--- config.mk ---
export PLATFORM = sky130hd
export DESIGN_NAME = rscu_ctrl
export DESIGN_NICKNAME = d
export VERILOG_FILES = /design/src/rtl/rscu_pkg.sv /design/src/rtl/rscu_ctrl.sv
export SDC_FILE = /design/constraint.sdc
export NUM_CORES = 1
export LEC_CHECK = 0
export ABC_AREA = 1
export BUFFER_PORTS_ARGS = -buffer_cell sky130_fd_sc_hd__buf_2
export CAP_MARGIN = 40
export CORE_UTILIZATION = 50
export CTS_BUF_LIST = sky130_fd_sc_hd__clkbuf_16
export DETAILED_ROUTE_END_ITERATION = 10
export PLACE_DENSITY = 0.75
export SLEW_MARGIN = 5
export SYNTH_ARGS = -nofsm -noshare
export SYNTH_HDL_FRONTEND = slang
export SYNTH_SLANG_ARGS = --single-unit
--- constraint.sdc ---
create_clock -name clk -period 1.4 [get_ports clk]
set_input_delay 0.14 -clock clk [delete_from_list [all_inputs] [get_ports clk]]
set_output_delay 0.14 -clock clk [all_outputs]
set_load 0.01 [all_outputs]
--- src/rtl/rscu_pkg.sv ---
// Shared constants, state encoding and control/status types for the roulette crossover unit
package rscu_pkg;

  // Population and field sizes
  localparam int MAX_POP    = 64;
  localparam int SLOT_W     = $clog2(MAX_POP);
  localparam int GENOME_W   = 36;
  localparam int FIT_W      = 17;
  localparam int DRAW_W     = 16;
  localparam int TOTAL_W    = FIT_W + SLOT_W;
  localparam int POP_W      = 7;
  localparam int RATE_W     = 17;
  localparam int CFG_IDX_W  = 1;
  localparam int CFG_DATA_W = 17;
  localparam int POINT_W    = $clog2(GENOME_W);

  localparam logic [FIT_W-1:0]  FIX_ONE    = FIT_W'(65536);
  localparam logic [POP_W-1:0]  POP_RESET  = POP_W'(32);
  localparam logic [POP_W-1:0]  POP_MAX    = POP_W'(MAX_POP);
  localparam logic [RATE_W-1:0] RATE_RESET = RATE_W'(45875);

  // Input command codes
  localparam logic CMD_WRITE = 1'b0;
  localparam logic CMD_BREED = 1'b1;

  // Configuration register indexes
  localparam logic [CFG_IDX_W-1:0] CFG_POP  = 1'b0;
  localparam logic [CFG_IDX_W-1:0] CFG_RATE = 1'b1;

  // Controller states, one-hot
  typedef enum logic [9:0] {
    ST_IDLE     = 10'b00_0000_0001,
    ST_WR_RD    = 10'b00_0000_0010,
    ST_WR_UPD   = 10'b00_0000_0100,
    ST_SLICE    = 10'b00_0000_1000,
    ST_WALK_RD  = 10'b00_0001_0000,
    ST_WALK_CMP = 10'b00_0010_0000,
    ST_GA_RD    = 10'b00_0100_0000,
    ST_GB_RD    = 10'b00_1000_0000,
    ST_CROSS    = 10'b01_0000_0000,
    ST_OUTPUT   = 10'b10_0000_0000
  } state_t;

  // Commands from controller to datapath
  typedef struct packed {
    logic load;        // latch the accepted transaction
    logic wr_rd;       // read old entry of the written slot
    logic wr_commit;   // write slot, update fitness total
    logic slice_load;  // compute slice, restart walk
    logic walk_rd;     // read fitness at walk index
    logic walk_cmp;    // accumulate and test
    logic ga_rd;       // read first parent genome
    logic gb_rd;       // read second parent genome
    logic xover;       // form the children
    logic out_load;    // load the output register
    logic second;      // working on second selection
  } ctrl_t;

  // Status from datapath to controller
  typedef struct packed {
    logic pick_done;   // walk found its slot this cycle
  } status_t;

endpackage

--- src/rtl/rscu_ctrl.sv ---
// Controller state machine sequencing slot writes and breed transactions
module rscu_ctrl (
  input  logic             clk,
  input  logic             rst_n,
  input  logic             in_valid,
  input  logic             in_cmd,
  output logic             in_stall,
  output logic             out_valid,
  input  logic             out_stall,
  input  rscu_pkg::status_t st,
  output rscu_pkg::ctrl_t   ctl
);

  rscu_pkg::state_t state_r, state_nxt;
  logic             second_r, second_nxt;
  logic             out_valid_r, out_valid_nxt;

  // Next state and command decode
  always_comb begin
    state_nxt     = state_r;
    second_nxt    = second_r;
    out_valid_nxt = out_valid_r;
    ctl           = '0;
    ctl.second    = second_r;
    if (out_valid_r && !out_stall) begin
      out_valid_nxt = 1'b0;
    end
    case (state_r)
      rscu_pkg::ST_IDLE: begin
        if (in_valid) begin
          ctl.load   = 1'b1;
          second_nxt = 1'b0;
          state_nxt  = (in_cmd == rscu_pkg::CMD_BREED) ? rscu_pkg::ST_SLICE
                                                       : rscu_pkg::ST_WR_RD;
        end
      end
      rscu_pkg::ST_WR_RD: begin
        ctl.wr_rd = 1'b1;
        state_nxt = rscu_pkg::ST_WR_UPD;
      end
      rscu_pkg::ST_WR_UPD: begin
        ctl.wr_commit = 1'b1;
        state_nxt     = rscu_pkg::ST_OUTPUT;
      end
      rscu_pkg::ST_SLICE: begin
        ctl.slice_load = 1'b1;
        state_nxt      = rscu_pkg::ST_WALK_RD;
      end
      rscu_pkg::ST_WALK_RD: begin
        ctl.walk_rd = 1'b1;
        state_nxt   = rscu_pkg::ST_WALK_CMP;
      end
      rscu_pkg::ST_WALK_CMP: begin
        ctl.walk_cmp = 1'b1;
        if (st.pick_done) begin
          if (second_r) begin
            state_nxt = rscu_pkg::ST_GA_RD;
          end else begin
            second_nxt = 1'b1;
            state_nxt  = rscu_pkg::ST_SLICE;
          end
        end else begin
          state_nxt = rscu_pkg::ST_WALK_RD;
        end
      end
      rscu_pkg::ST_GA_RD: begin
        ctl.ga_rd = 1'b1;
        state_nxt = rscu_pkg::ST_GB_RD;
      end
      rscu_pkg::ST_GB_RD: begin
        ctl.gb_rd = 1'b1;
        state_nxt = rscu_pkg::ST_CROSS;
      end
      rscu_pkg::ST_CROSS: begin
        ctl.xover = 1'b1;
        state_nxt = rscu_pkg::ST_OUTPUT;
      end
      rscu_pkg::ST_OUTPUT: begin
        // hand over when the output register is free or being taken
        if (!out_valid_r || !out_stall) begin
          ctl.out_load  = 1'b1;
          out_valid_nxt = 1'b1;
          state_nxt     = rscu_pkg::ST_IDLE;
        end
      end
      default: begin
        state_nxt = rscu_pkg::ST_IDLE;
      end
    endcase
  end

  // State registers
  always_ff @(posedge clk) begin
    if (!rst_n) begin
      state_r     <= rscu_pkg::ST_IDLE;
      second_r    <= 1'b0;
      out_valid_r <= 1'b0;
    end else begin
      state_r     <= state_nxt;
      second_r    <= second_nxt;
      out_valid_r <= out_valid_nxt;
    end
  end

  assign in_stall  = (state_r != rscu_pkg::ST_IDLE);
  assign out_valid = out_valid_r;

endmodule

-- Word-level counts from Yosys, hierarchy flattened
Cells that the tools add are included.
- flip-flop bits (word level): 12
- input port bits: 6
- output and inout bits: 13
- logic and storage cells: 49
- equality and inequality tests: 14
- mux-type cells: 24
- reduce and logical (&&, ||, !) cells: 8
- operators with widths (operator ; number):
    10-bit one-hot mux with 9 select lines ; 1
    10-bit 2-to-1 mux ; 2
    1-bit 2-to-1 mux ; 17
    7-bit 2-to-1 mux ; 2
    10-bit by 1-bit == test with 1-bit output (second input constant) ; 1
    10-bit == test (second input constant) ; 1
    10-bit by 2-bit == test with 1-bit output (second input constant) ; 1
    10-bit by 3-bit == test with 1-bit output (second input constant) ; 1
    10-bit by 4-bit == test with 1-bit output (second input constant) ; 1
    10-bit by 5-bit == test with 1-bit output (second input constant) ; 1
    10-bit by 6-bit == test with 1-bit output (second input constant) ; 1
    10-bit by 7-bit == test with 1-bit output (second input constant) ; 1
    10-bit by 8-bit == test with 1-bit output (second input constant) ; 1
    10-bit by 9-bit == test with 1-bit output (second input constant) ; 1
    10-bit by 1-bit inequality test with 1-bit output (second input constant) ; 1
    2-bit inequality test (second input constant) ; 3
    4-bit 2-to-1 mux ; 1
    3-bit AND reduction ; 1
    1-bit zero test ; 2
    1-bit one-hot mux with 2 select lines ; 1
    2-bit AND reduction ; 1
    2-bit nonzero test ; 1
    2-bit OR reduction ; 1
    1-bit logical AND ; 1
    1-bit logical OR ; 1

-- Logic depth before layout (Yosys ltp)
- depth after elaboration: 5
- gate-level depth with buffers: 10
- mapped depth without buffers: 10

-- Least setup slack after synthesis
Ideal clock, no wire load.
- path kind: register -> register
- from: register state_r[2]
- to: register state_r[5]
- library setup time: 60 ps
- arrival: 1276 ps
- data required time: 1340 ps
- slack: 64 ps
- stages on the path, launching flop included: 6
- buffers on the path: 0
- period minus slack after synthesis: 1336 ps
- path through: dfxtp_1 > nor2_4 > nand2_4 > nor4_1 > nand3_1 > inv_1
- cells in the longest elaborated chain, start to end: 3
- elaborated cells between the ends (all ways): 15
- those cells by class: eq/ne (12); mux (1); reduce/logical (2)
- ends and longest elaborated chain (what ; RTL line ; text):
    start: declaration ; rscu_ctrl.sv:14 ; rscu_pkg::state_t state_r, state_nxt;
    start signal: assignment ; rscu_ctrl.sv:95 ; state_r <= rscu_pkg::ST_IDLE;
    start signal: assignment ; rscu_ctrl.sv:99 ; state_r <= state_nxt;
    10-bit by 9-bit == test with 1-bit output (tied with other cells) ; rscu_ctrl.sv:28 ; case (state_r)
    2-bit OR reduction (no source line) or 2-bit inequality test (tied branches) ; - ;
    10-bit one-hot mux with 9 select lines or 2-bit AND reduction (tied branches) ; - ;
Parallel ways exist; a longest one is shown, timed or not.
A chain may end at the register's enable or synchronous reset.

==> reports/metrics.csv <==
stage,metric,value,unit
status,status,finished with violations,
status,violations,negative setup slack,
synthesis,yosys_warnings,0,
synthesis,synth-adder-area-share,0,
synthesis,synthSimpleGateAreaFrac,0.511,
pwr,leakage,0.653,nW
final_layout,nets,168,
floorplanning,die_height,42.1,µm
timing,drv_slew,0,
floorplanning,core_area,1510,µm²
worst_setup_path,worstPathArrival,1.35,ns
routing,ant_nets,0,
timing,post-route-worst-setup-slack,-0.0881,ns
placement,place_ws,-0.0305,ns
clock_tree,cts-hold-fix-buffers,0,
clock_tree,htree_levels,1,
clock_tree,clkSinkCount,12,
synthesis,yosysTopAreaCell,dfxtp_1,
worst_setup_path,crit_path_end,ctl[8],
clock_tree,clockBufferDepth,2,
worst_setup_path,crit_required,1.26,ns
grt,grt_max_degree,8,
worst_setup_path,timing.rr.start,state_r[2],
final_layout,final_util,0.778,
final_layout,area_growth,45.5,%
worst_setup_path,cp_max_fo,4,
routing,drc,0,
flow_run,cap_violations,0,
worst_hold_path,min_path_type,input pin to flop,
placement,dp.cells,161,
synthesis,synth_top_area_frac,0.298,
synthesis,ys_ff_latch,12,
synthesis,synthDistinctLibCells,21,
placement,io_buffers,18,
worst_setup_path,end_kind,output pin,
synthesis,synth_area,806,µm²
grt,track_usage,0.272,
pwr,clkPwrFrac,0.444,
synthesis,synth_compound_gate_area_share,0.0373,
floorplanning,io_pins,19,
routing,vias_per_cell,5.25,
floorplanning,fp-row-count,14,
synthesis,synth-xor-area-share,0,
pwr,switchingPower,0.355,mW
pwr,combPwrFrac,0.242,
grt,overflow,0,
worst_setup_path,worstRegToRegCells,10,
synthesis,muxShareOfSynthArea,0,
synthesis,syn_area_per_cell,6.34,µm²
pwr,power.total,1.19,mW
timing,rsz0062_at_grt,yes,
timing,fmax,0.672,GHz
routing,drt_iter0_markers,48,
timing,maxSlewHeadroom,0.824,
pwr,p_int,0.836,mW
timing,clock_skew,0.00146,ns
timing,tightest_slew,0.262,ns
timing,min_period_over_period,1.06,
synthesis,synth_cells,127,
grt,grt_pass1_wl,3590,µm
timing,finalHoldViolCount,0,
timing,min_period,1.49,ns
placement,dp_hpwl,1460,µm
synthesis,syn_nets,133,
pwr,sw_frac_of_total,0.298,
worst_setup_path,start_kind,flop,
clock_tree,clk_pin_slew,0.04,ns
synthesis,yosysSeqAreaShare,0.298,
clock_tree,cts_buffers,3,
worst_setup_path,crit_type,flop to output pin,
pwr,peakVddDrop,0.869,mV
routing,drtPass1Iterations,4,
worst_setup_path,crit_start,state_r[8],
final_layout,n_antenna_cell,0,
floorplanning,die_w,42.1,µm
placement,gp_congestion,0.900,
pwr,seqPwrFrac,0.314,
floorplanning,die_area,1780,µm²
routing,num_vias,929,
worst_setup_path,rrSetupSlack,-0.06,ns
clock_tree,cts_tree,built,
synthesis,synth_top_family_by_area,simple AND/OR/NAND/NOR gates,
routing,wl_per_cell,14.1,µm
timing,final.setup.tns,-0.517,ns
routing,wl,2490,µm
pwr,p_per_area,1020,nW/µm²
final_layout,final_cells,177,
grt,antenna_found_initial,0,
timing,final-setup-viol-count,13,
clock_tree,clock_latency,0.24,ns
worst_hold_path,min_from,in_cmd,
worst_setup_path,r2r_end,state_r[3],
synthesis,yosys-top-cells-area,"dfxtp_1, inv_1, nor2_1",
floorplanning,start_util,0.535,
final_layout,drive_gt1_frac,0.460,
clock_tree,cts-root-buf,clkbuf_16,
grt,first_global_vias,793,
[how the worst min path moves through the flow]
stage / endpoint / slack [ns] / depth (start not counted)
after floorplan: state_r[1] / 0.22 / 1
after global placement: state_r[1] / 0.32 / 2
after detailed placement: state_r[1] / 0.34 / 2
after CTS: state_r[1] / 0.08 / 2
after global routing: state_r[1] / 0.09 / 2
final: state_r[1] / 0.08 / 2
[critical path: stages, from the launching register on]
cell	delay, ns
dfxtp_2	0.34
nor2_4	0.18
buf_4	0.16
nand3_1	0.07
nor3_2	0.18
buf_2	0.17
[sequential cells by signal (all words and copies together), names as in the netlist]
register and cells:
second_r 1, out_valid 1, state_r 10
[logic make-up (layout without fill, tap and decap cells)]
kind of cell,after synthesis,count (layout)
buf+inv,30,64
flops,12,12
compound gates,6,6
simple gates,79,79
[layer usage]
metal	track usage	wire, µm	up-vias
li1	-	-	457
met3	0.0431	152	2
met4	0.113	13	0
met1	0.332	1040	431
met2	0.472	1290	39
met5	0	0	-
[what timing repair did]
item,in CTS,in global routing
resized for setup,18,15
pin swaps,10,13
endpoints found under the setup margin,13,20
setup buffers,8,4
[Yosys cell counts (all sizes together)]
cell	n
nor2	32
inv	27
nand2	22
nand3	16
dfxtp	12
o21ai	4
buf	3
a21oi	2
nand4	2
nor3	2
nor3b	2
nor4	2
nand3b	1
[cell usage in the layout, fill, tap and decap left out, drive strengths merged]
cell type  instances
nand3             16
buf               33
nand3b             1
clkbuf             3
nor3               2
nand2             22
dfxtp             12
nand4              2
clkinv             1
inv               27
a21oi              2
nor3b              2
nor4               2
nor2              32
o21ai              4
[power groups by stage]
stage	sequential (mW)	clock (mW)	combinational (mW)
5_1_grt	0.376	0.550	0.313
4_1_cts	0.375	0.533	0.266
3_5_place_dp	0.379	0	0.225
2_1_floorplan	0.377	0	0.175
6_report	0.374	0.529	0.288
3_3_place_gp	0.379	0	0.222
[layout make-up]
class                           instances  area, µm²
Tap cell                               16       20.0
Sequential cell                        12        255
Timing Repair Buffer                   33        210
Inverter                               27        104
Multi-Input combinational cell         85        504
Clock inverter                          1       3.75
Fill cell                             102        334
Clock buffer                            3       75.1
[through the flow]
step / hold slack, ns / instance area [µm²]
2_1_floorplan: 0.219 / 806
3_3_place_gp: 0.319 / 916
3_5_place_dp: 0.335 / 916
4_1_cts: 0.0827 / 1100
5_1_grt: 0.0947 / 1170
6_report: 0.0847 / 1170
(Power assumes the default switching activity.)
